File: src/rwlt_pkg.sv
// ----------------------------------------------------------------------------
// rwlt_pkg
// Types, constants and codes shared by the reader-writer lock table.
// ----------------------------------------------------------------------------
package rwlt_pkg;

	localparam int NUM_LOCKS = 64;
	localparam int ID_BITS = 16;
	localparam int COUNT_BITS = 16;
	localparam int ADDR_W = (NUM_LOCKS > 1) ? $clog2(NUM_LOCKS) : 1;

	localparam logic [COUNT_BITS-1:0] COUNT_MAX = {COUNT_BITS{1'b1}};

	localparam logic [1:0] KIND_ACQ_SH = 2'd0;
	localparam logic [1:0] KIND_ACQ_EX = 2'd1;
	localparam logic [1:0] KIND_REL_SH = 2'd2;
	localparam logic [1:0] KIND_REL_EX = 2'd3;

	localparam logic [1:0] ST_DONE = 2'd0;
	localparam logic [1:0] ST_BUSY = 2'd1;
	localparam logic [1:0] ST_WAITER = 2'd2;
	localparam logic [1:0] ST_BAD = 2'd3;

	typedef struct packed {
		logic [COUNT_BITS-1:0] count;
		logic shared;
		logic excl;
		logic wait_flag;
		logic [ID_BITS-1:0] owner;
	} entry_t;

	localparam int ENTRY_W = $bits(entry_t);

	typedef struct packed {
		logic [1:0] kind;
		logic [ID_BITS-1:0] who;
		logic blocking;
		logic in_range;
	} req_t;

	typedef struct packed {
		logic [1:0] status;
		logic wake;
		logic [COUNT_BITS-1:0] count;
		logic excl;
	} resp_t;

endpackage

File: src/rwlt_ram.sv
// ----------------------------------------------------------------------------
// rwlt_ram
// Generic single-write, single-read RAM with registered read data.
// ----------------------------------------------------------------------------
module rwlt_ram #(
	parameter int WIDTH = 8,
	parameter int DEPTH = 16,
	parameter int AW = (DEPTH > 1) ? $clog2(DEPTH) : 1
) (
	input  logic             clk,
	input  logic             we,
	input  logic [AW-1:0]    waddr,
	input  logic [WIDTH-1:0] wdata,
	input  logic             re,
	input  logic [AW-1:0]    raddr,
	output logic [WIDTH-1:0] rdata
);

	logic [WIDTH-1:0] mem [DEPTH];

	always_ff @(posedge clk) begin
		if (we) begin
			mem[waddr] <= wdata;
		end
		if (re) begin
			rdata <= mem[raddr];
		end
	end

endmodule

File: src/rwlt_update.sv
// ----------------------------------------------------------------------------
// rwlt_update
// Applies one lock request to the entry read from the table and forms the
// new entry and the response.
// ----------------------------------------------------------------------------
module rwlt_update import rwlt_pkg::*; (
	input  req_t   req,
	input  entry_t cur,
	output entry_t nxt,
	output resp_t  resp
);

	logic free;
	logic [1:0] status;
	logic wake;

	assign free = (cur.count == '0) && !cur.shared && !cur.excl && !cur.wait_flag;

	always_comb begin
		nxt = cur;
		status = ST_DONE;
		wake = 1'b0;
		unique case (req.kind)
			KIND_ACQ_SH: begin
				if (!cur.excl && (cur.count != COUNT_MAX)) begin
					nxt.count = cur.count + COUNT_BITS'(1);
					nxt.shared = 1'b1;
				end else if (req.blocking) begin
					nxt.wait_flag = 1'b1;
					status = ST_WAITER;
				end else begin
					status = ST_BUSY;
				end
			end
			KIND_ACQ_EX: begin
				if (free) begin
					nxt.excl = 1'b1;
					nxt.owner = req.who;
				end else if (req.blocking) begin
					nxt.wait_flag = 1'b1;
					status = ST_WAITER;
				end else begin
					status = ST_BUSY;
				end
			end
			KIND_REL_SH: begin
				if (!((cur.count != '0) && cur.shared)) begin
					status = ST_BAD;
				end else begin
					nxt.count = cur.count - COUNT_BITS'(1);
					if (nxt.count == '0) begin
						wake = cur.wait_flag;
						nxt.shared = 1'b0;
						nxt.excl = 1'b0;
						nxt.wait_flag = 1'b0;
					end
				end
			end
			default: begin
				if (!(cur.excl && (cur.owner == req.who))) begin
					status = ST_BAD;
				end else begin
					wake = cur.wait_flag;
					nxt.count = '0;
					nxt.shared = 1'b0;
					nxt.excl = 1'b0;
					nxt.wait_flag = 1'b0;
				end
			end
		endcase

		if (req.in_range) begin
			resp.status = status;
			resp.wake = wake;
			resp.count = nxt.count;
			resp.excl = nxt.excl;
		end else begin
			resp.status = (req.kind == KIND_ACQ_SH || req.kind == KIND_ACQ_EX) ? ST_BUSY : ST_BAD;
			resp.wake = 1'b0;
			resp.count = '0;
			resp.excl = 1'b0;
		end
	end

endmodule

File: src/reader_writer_lock_table.sv
// ----------------------------------------------------------------------------
// reader_writer_lock_table
// Hardware lock manager: a table of reader-writer locks in one RAM.
//
// A request beat is taken at a clock edge with start high and busy low; it
// carries kind, lock_index, requester and blocking. The addressed entry is
// read from the table RAM at that edge, modified in the next cycle and
// written back at the following edge, where the response is registered.
// done is high for exactly one cycle with status, wake_waiters,
// reader_count and held_exclusive; the receiver cannot stall it.
// A new request is not taken until the read-modify-write of the table RAM
// for the previous one is done; busy is high in the cycle between request
// and response.
// Reset clears one valid flop per lock at once, so every lock reads as free;
// no clearing pass is needed and a request may be issued right after reset.
// ----------------------------------------------------------------------------
module reader_writer_lock_table import rwlt_pkg::*; (
	input  logic                  clk,
	input  logic                  arst_n,
	input  logic                  start,
	output logic                  busy,
	input  logic [1:0]            kind,
	input  logic [5:0]            lock_index,
	input  logic [15:0]           requester,
	input  logic                  blocking,
	output logic                  done,
	output logic [1:0]            status,
	output logic                  wake_waiters,
	output logic [COUNT_BITS-1:0] reader_count,
	output logic                  held_exclusive
);

	logic accept;
	logic valid_s1;
	req_t req_s1;
	logic [ADDR_W-1:0] addr_s1;
	logic [ENTRY_W-1:0] rdata;
	logic [NUM_LOCKS-1:0] live_q;
	entry_t cur;
	entry_t nxt;
	resp_t resp;
	logic done_q;
	resp_t resp_q;
	logic [ADDR_W-1:0] addr_in;
	logic in_range;

	assign accept = start && !busy;
	assign busy = valid_s1;
	assign addr_in = ADDR_W'(lock_index);
	assign in_range = (32'(lock_index) < NUM_LOCKS);

	rwlt_ram #(
		.WIDTH(ENTRY_W),
		.DEPTH(NUM_LOCKS),
		.AW(ADDR_W)
	) u_table (
		.clk(clk),
		.we(valid_s1 && req_s1.in_range),
		.waddr(addr_s1),
		.wdata(nxt),
		.re(accept),
		.raddr(addr_in),
		.rdata(rdata)
	);

	always_ff @(posedge clk or negedge arst_n) begin
		if (!arst_n) begin
			valid_s1 <= 1'b0;
		end else begin
			valid_s1 <= accept;
		end
	end

	always_ff @(posedge clk) begin
		if (accept) begin
			req_s1.kind <= kind;
			req_s1.who <= requester[ID_BITS-1:0];
			req_s1.blocking <= blocking;
			req_s1.in_range <= in_range;
			addr_s1 <= addr_in;
		end
	end

	// entries never written read as free
	assign cur = (req_s1.in_range && live_q[addr_s1]) ? entry_t'(rdata) : '0;

	rwlt_update u_update (
		.req(req_s1),
		.cur(cur),
		.nxt(nxt),
		.resp(resp)
	);

	always_ff @(posedge clk or negedge arst_n) begin
		if (!arst_n) begin
			live_q <= '0;
			done_q <= 1'b0;
		end else begin
			done_q <= valid_s1;
			if (valid_s1 && req_s1.in_range) begin
				live_q[addr_s1] <= 1'b1;
			end
		end
	end

	always_ff @(posedge clk) begin
		if (valid_s1) begin
			resp_q <= resp;
		end
	end

	assign done = done_q;
	assign status = resp_q.status;
	assign wake_waiters = resp_q.wake;
	assign reader_count = resp_q.count;
	assign held_exclusive = resp_q.excl;

endmodule
File: config.mk
export PLATFORM = sky130hd
export DESIGN_NAME = reader_writer_lock_table
export DESIGN_NICKNAME = d
export VERILOG_FILES = /design/src/rwlt_pkg.sv /design/src/rwlt_ram.sv /design/src/rwlt_update.sv /design/src/reader_writer_lock_table.sv
export SDC_FILE = /design/constraint.sdc
export NUM_CORES = 2
export LEC_CHECK = 0
export BUFFER_PORTS_ARGS = -buffer_cell sky130_fd_sc_hd__buf_2
export CAP_MARGIN = 0
export CORE_MARGIN = 4
export CORE_UTILIZATION = 65
export CTS_CLUSTER_SIZE = 14
export DETAILED_ROUTE_END_ITERATION = 6
export PLACE_DENSITY = 0.81
export SETUP_SLACK_MARGIN = 0.15
export SLEW_MARGIN = 5
export SYNTH_ARGS = -nofsm -noshare
export SYNTH_HDL_FRONTEND = slang
export SYNTH_SLANG_ARGS = --single-unit
File: constraint.sdc
create_clock -name clk -period 18.75 [get_ports clk]
set_clock_uncertainty 0.2 [all_clocks]
set_input_delay 1.875 -clock clk [delete_from_list [all_inputs] [get_ports clk]]
set_output_delay 1.875 -clock clk [all_outputs]
set_load 0.02 [all_outputs]
==> impl_metrics.py <==
metrics = {
    "placement": {
        "pre_cts_ws_ns": 10.69,
        "post_dp_cell_area_mm2": 0.0954,
        "place_congestion": 0.900,
        "place_hpwl_mm": 127,
        "port_buffers": 49,
    },
    "finish": {
        "layout.area.seq_mm2": 0.0713,
        "syn_to_final_growth_pct": 11.3,
        "final_nets": 4112,
        "final_cell_mix": "edfxtp_1 (2320), mux4_2 (733), clkbuf_16 (223)",
        "layout-drive-gt1-share": 0.324,
        "multi_input_area_mm2": 0.0205,
        "final_common_cell": "edfxtp_1",
        "fillers": 6769,
        "final_cell_area_mm2": 0.102,
    },
    "clock_tree": {
        "clk_pin_slew_worst_paths_ns": 0.07,
        "cts_root_buffer": "clkbuf_16",
        "cts_buffer_depth": 3,
        "tritoncts": "built",
        "clk_latency_ns": 0.87,
        "cts_buffers": 216,
        "cts_hold_buf": 0,
        "cts_resized": 0,
        "h-tree-depth": 4,
        "cts.sinks": 2386,
        "cts_setup_buffers": 0,
    },
    "floorplan": {
        "pin_count": 50,
        "initial_utilization": 0.657,
        "core_area_mm2": 0.140,
        "dieArea_mm2": 0.148,
        "num_rows": 137,
        "die_w_um": 384,
        "die_h_um": 384,
    },
    "synth": {
        "syn_inst": 3895,
        "syn_nets": 3926,
        "ys_types": 70,
        "synth_seq_area_share": 0.775,
        "async_flop_share": 0.0277,
        "synth_edf_count": 2320,
        "ys.flop_type": "edfxtp_1",
        "ys_warn_count": 0,
        "avgSynthCellArea_um2": 23.6,
        "ys_seq_elements": 2386,
        "syn_area_mm2": 0.0920,
    },
    "min_path": {
        "min_from": "live_q[2]",
        "hold_class": "reg2reg",
    },
    "flow_run": {
        "maxCapViolations": 0,
    },
    "power_and_ir_drop": {
        "peakVddDrop_mv": 0.103,
        "p_leak_nw": 32.6,
        "powerDensity_mw_per_mm2": 110,
    },
    "status": {
        "status": "finished, violations left",
        "violations": "DRC",
    },
    "setup_path": {
        "startpoint": "addr_s1[1]",
        "r2r_start": "addr_s1[1]",
        "crit_type": "reg2reg",
        "crit_path_max_fanout": 33,
        "slowest_stage": "edfxtp_1",
        "startpoint_type": "flip-flop",
        "cpMostUsedCell": "nand2_1",
        "crit_arrival_ns": 8.57,
        "cp_slowest_stage_delay_ns": 1.18,
        "worstPathRequired_ns": 19.10,
        "cp_cell_sequence": "nand2b_1 > o32ai_1 > o31ai_1 > and3_1 > nand3_2 > nand2_1 > ha_1 > nand4b_1 > nor3_1 > nand2_1 > or3_1 > o22ai_1 > nand3_1 > nand3_1 > nand2_1 > buf_4",
        "end_kind": "flip-flop",
    },
    "sta": {
        "fin_crit_sh": 0.438,
        "rsz0062_at_grt": "no",
        "maxSlewViolCount": 0,
        "final.setup.tns_ns": 0,
        "tightest_slew_ns": 1.35,
        "period_needed_ns": 8.22,
        "whs_ns": 0.265,
        "slew_headroom": 0.101,
        "hold_violations": 0,
        "fmax_mhz": 122,
        "setup_viol": 0,
        "layout_setup_ws_ns": 10.53,
    },
    "route": {
        "met1Wirelength_mm": 84.3,
        "route.met2.wl_mm": 129,
        "wl_met3_mm": 43.0,
        "drc": 106,
        "wire_per_inst_um": 44.4,
        "drt-initial-drc-count": 10524,
        "vias": 48714,
        "ant_nets": 0,
        "highest_layer": "met5",
        "via_per_inst": 7.93,
        "drt_pass1_iterations": 7,
        "drt_wl_total_mm": 273,
    },
    "grt": {
        "first_global_vias": 48831,
        "grt.total_usage": 0.380,
        "overflow": 0,
        "antenna_found_initial": 16,
        "grt_max_degree": 140,
        "grt_pass1_wl_mm": 383,
    },
}
## metal layers
| layer | global-route usage | vias to the layer above |
|---|---|---|
| met5 | 0 | - |
| li1 | - | 17083 |
| met4 | 0.179 | 12 |
| met1 | 0.510 | 24752 |
| met2 | 0.579 | 5632 |
| met3 | 0.121 | 1235 |
## power by group
group	internal, mW	switching, mW
clock	2.45	1.99
sequential	6.04	0.0521
combinational	0.247	0.494
total	8.74	2.54
## synth_stat cells (all sizes together) (3+ instances only)
cell    instances  area (um^2)
a21oi          20          104
o211ai          3         22.5
a311oi          3         32.5
o311ai          3         26.3
inv            11         41.3
dfrtp          66         1650
xnor2          15          131
clkbuf        132          495
nand3b          5         37.5
o32ai           3         26.3
a31oi           4         25.0
a21o            9         67.6
nor4           10         62.6
nand4           8         50.1
or2            64          400
buf            74          348
or3b            3         26.3
nor2b           5         31.3
or3             4         25.0
and3           10         62.6
edfxtp       2320        69700
o31ai          12         95.1
nor3           24          131
ha              3         37.5
o22a            3         26.3
mux2           13          146
a221oi          7         67.6
nand2          94          353
nand2b          4         25.0
nor2           92          345
nand3          47          235
mux4          733        16500
mux2i          21          210
o22ai          10         62.6
xor2            4         35.0
o21ai          25          125
## final timing paths
check	endpoint	slack [ns]	cells past startpoint
max	u_table.mem[45][7]	10.53	16
min	live_q[2]	0.27	1
max reg2reg	u_table.mem[45][7]	10.53	16
min reg2reg	live_q[2]	0.27	1
max in group asynchronous	busy	16.73	2
min in group asynchronous	live_q[42]	1.01	2
## worst max-delay path: cells and delay by family (launching register included)
| family | cells | cell delay (ns) |
|---|---|---|
| flops | 1 | 1.18 |
| fa+ha+maj | 1 | 0.31 |
| compound gates | 3 | 0.98 |
| simple gates | 11 | 4.64 |
| buf+inv | 1 | 0.52 |
## kinds of logic (layout without fill, tap and decap cells)
| kind of cell | after synthesis | after routing | share of synthesized area |
|---|---|---|---|
| flops | 2386 | 2386 | 0.775 |
| mux | 767 | 767 | 0.183 |
| simple gates | 377 | 377 | 0.0200 |
| buf+inv | 218 | 585 | 0.00966 |
| compound gates | 125 | 125 | 0.00970 |
| xor+xnor | 19 | 19 | 0.00181 |
| fa+ha+maj | 3 | 3 | 0.000408 |
| other cells | 0 | 6 | 0 |
## metrics by stage
step	util	instances	total power [mW]
floorplan	-	3895	6.63
global placement	0.682	5739	6.85
detailed placement	0.682	5739	6.88
CTS	0.731	6138	11.2
global route	0.731	6138	11.6
finish	0.731	6144	11.3
## cell type report
cell class / instances / area share
Sequential cell: 2386 / 0.697
Multi-Input combinational cell: 1291 / 0.200
Clock buffer: 265 / 0.0562
Tap cell: 1876 / 0.0229
Timing Repair Buffer: 174 / 0.0125
Clock inverter: 134 / 0.0113
Inverter: 12 / 0.000440
Antenna cell: 6 / 0.000147
## state kept, by name (all words and copies together), names as in the netlist
signal / cells
u_table.mem: 2240
held_exclusive: 1
wake_waiters: 1
addr_s1: 6
reader_count: 16
status: 2
live_q: 64
req_s1: 19
u_table.rdata: 35
done: 1
busy: 1
Power figures use the tool's default switching activity.
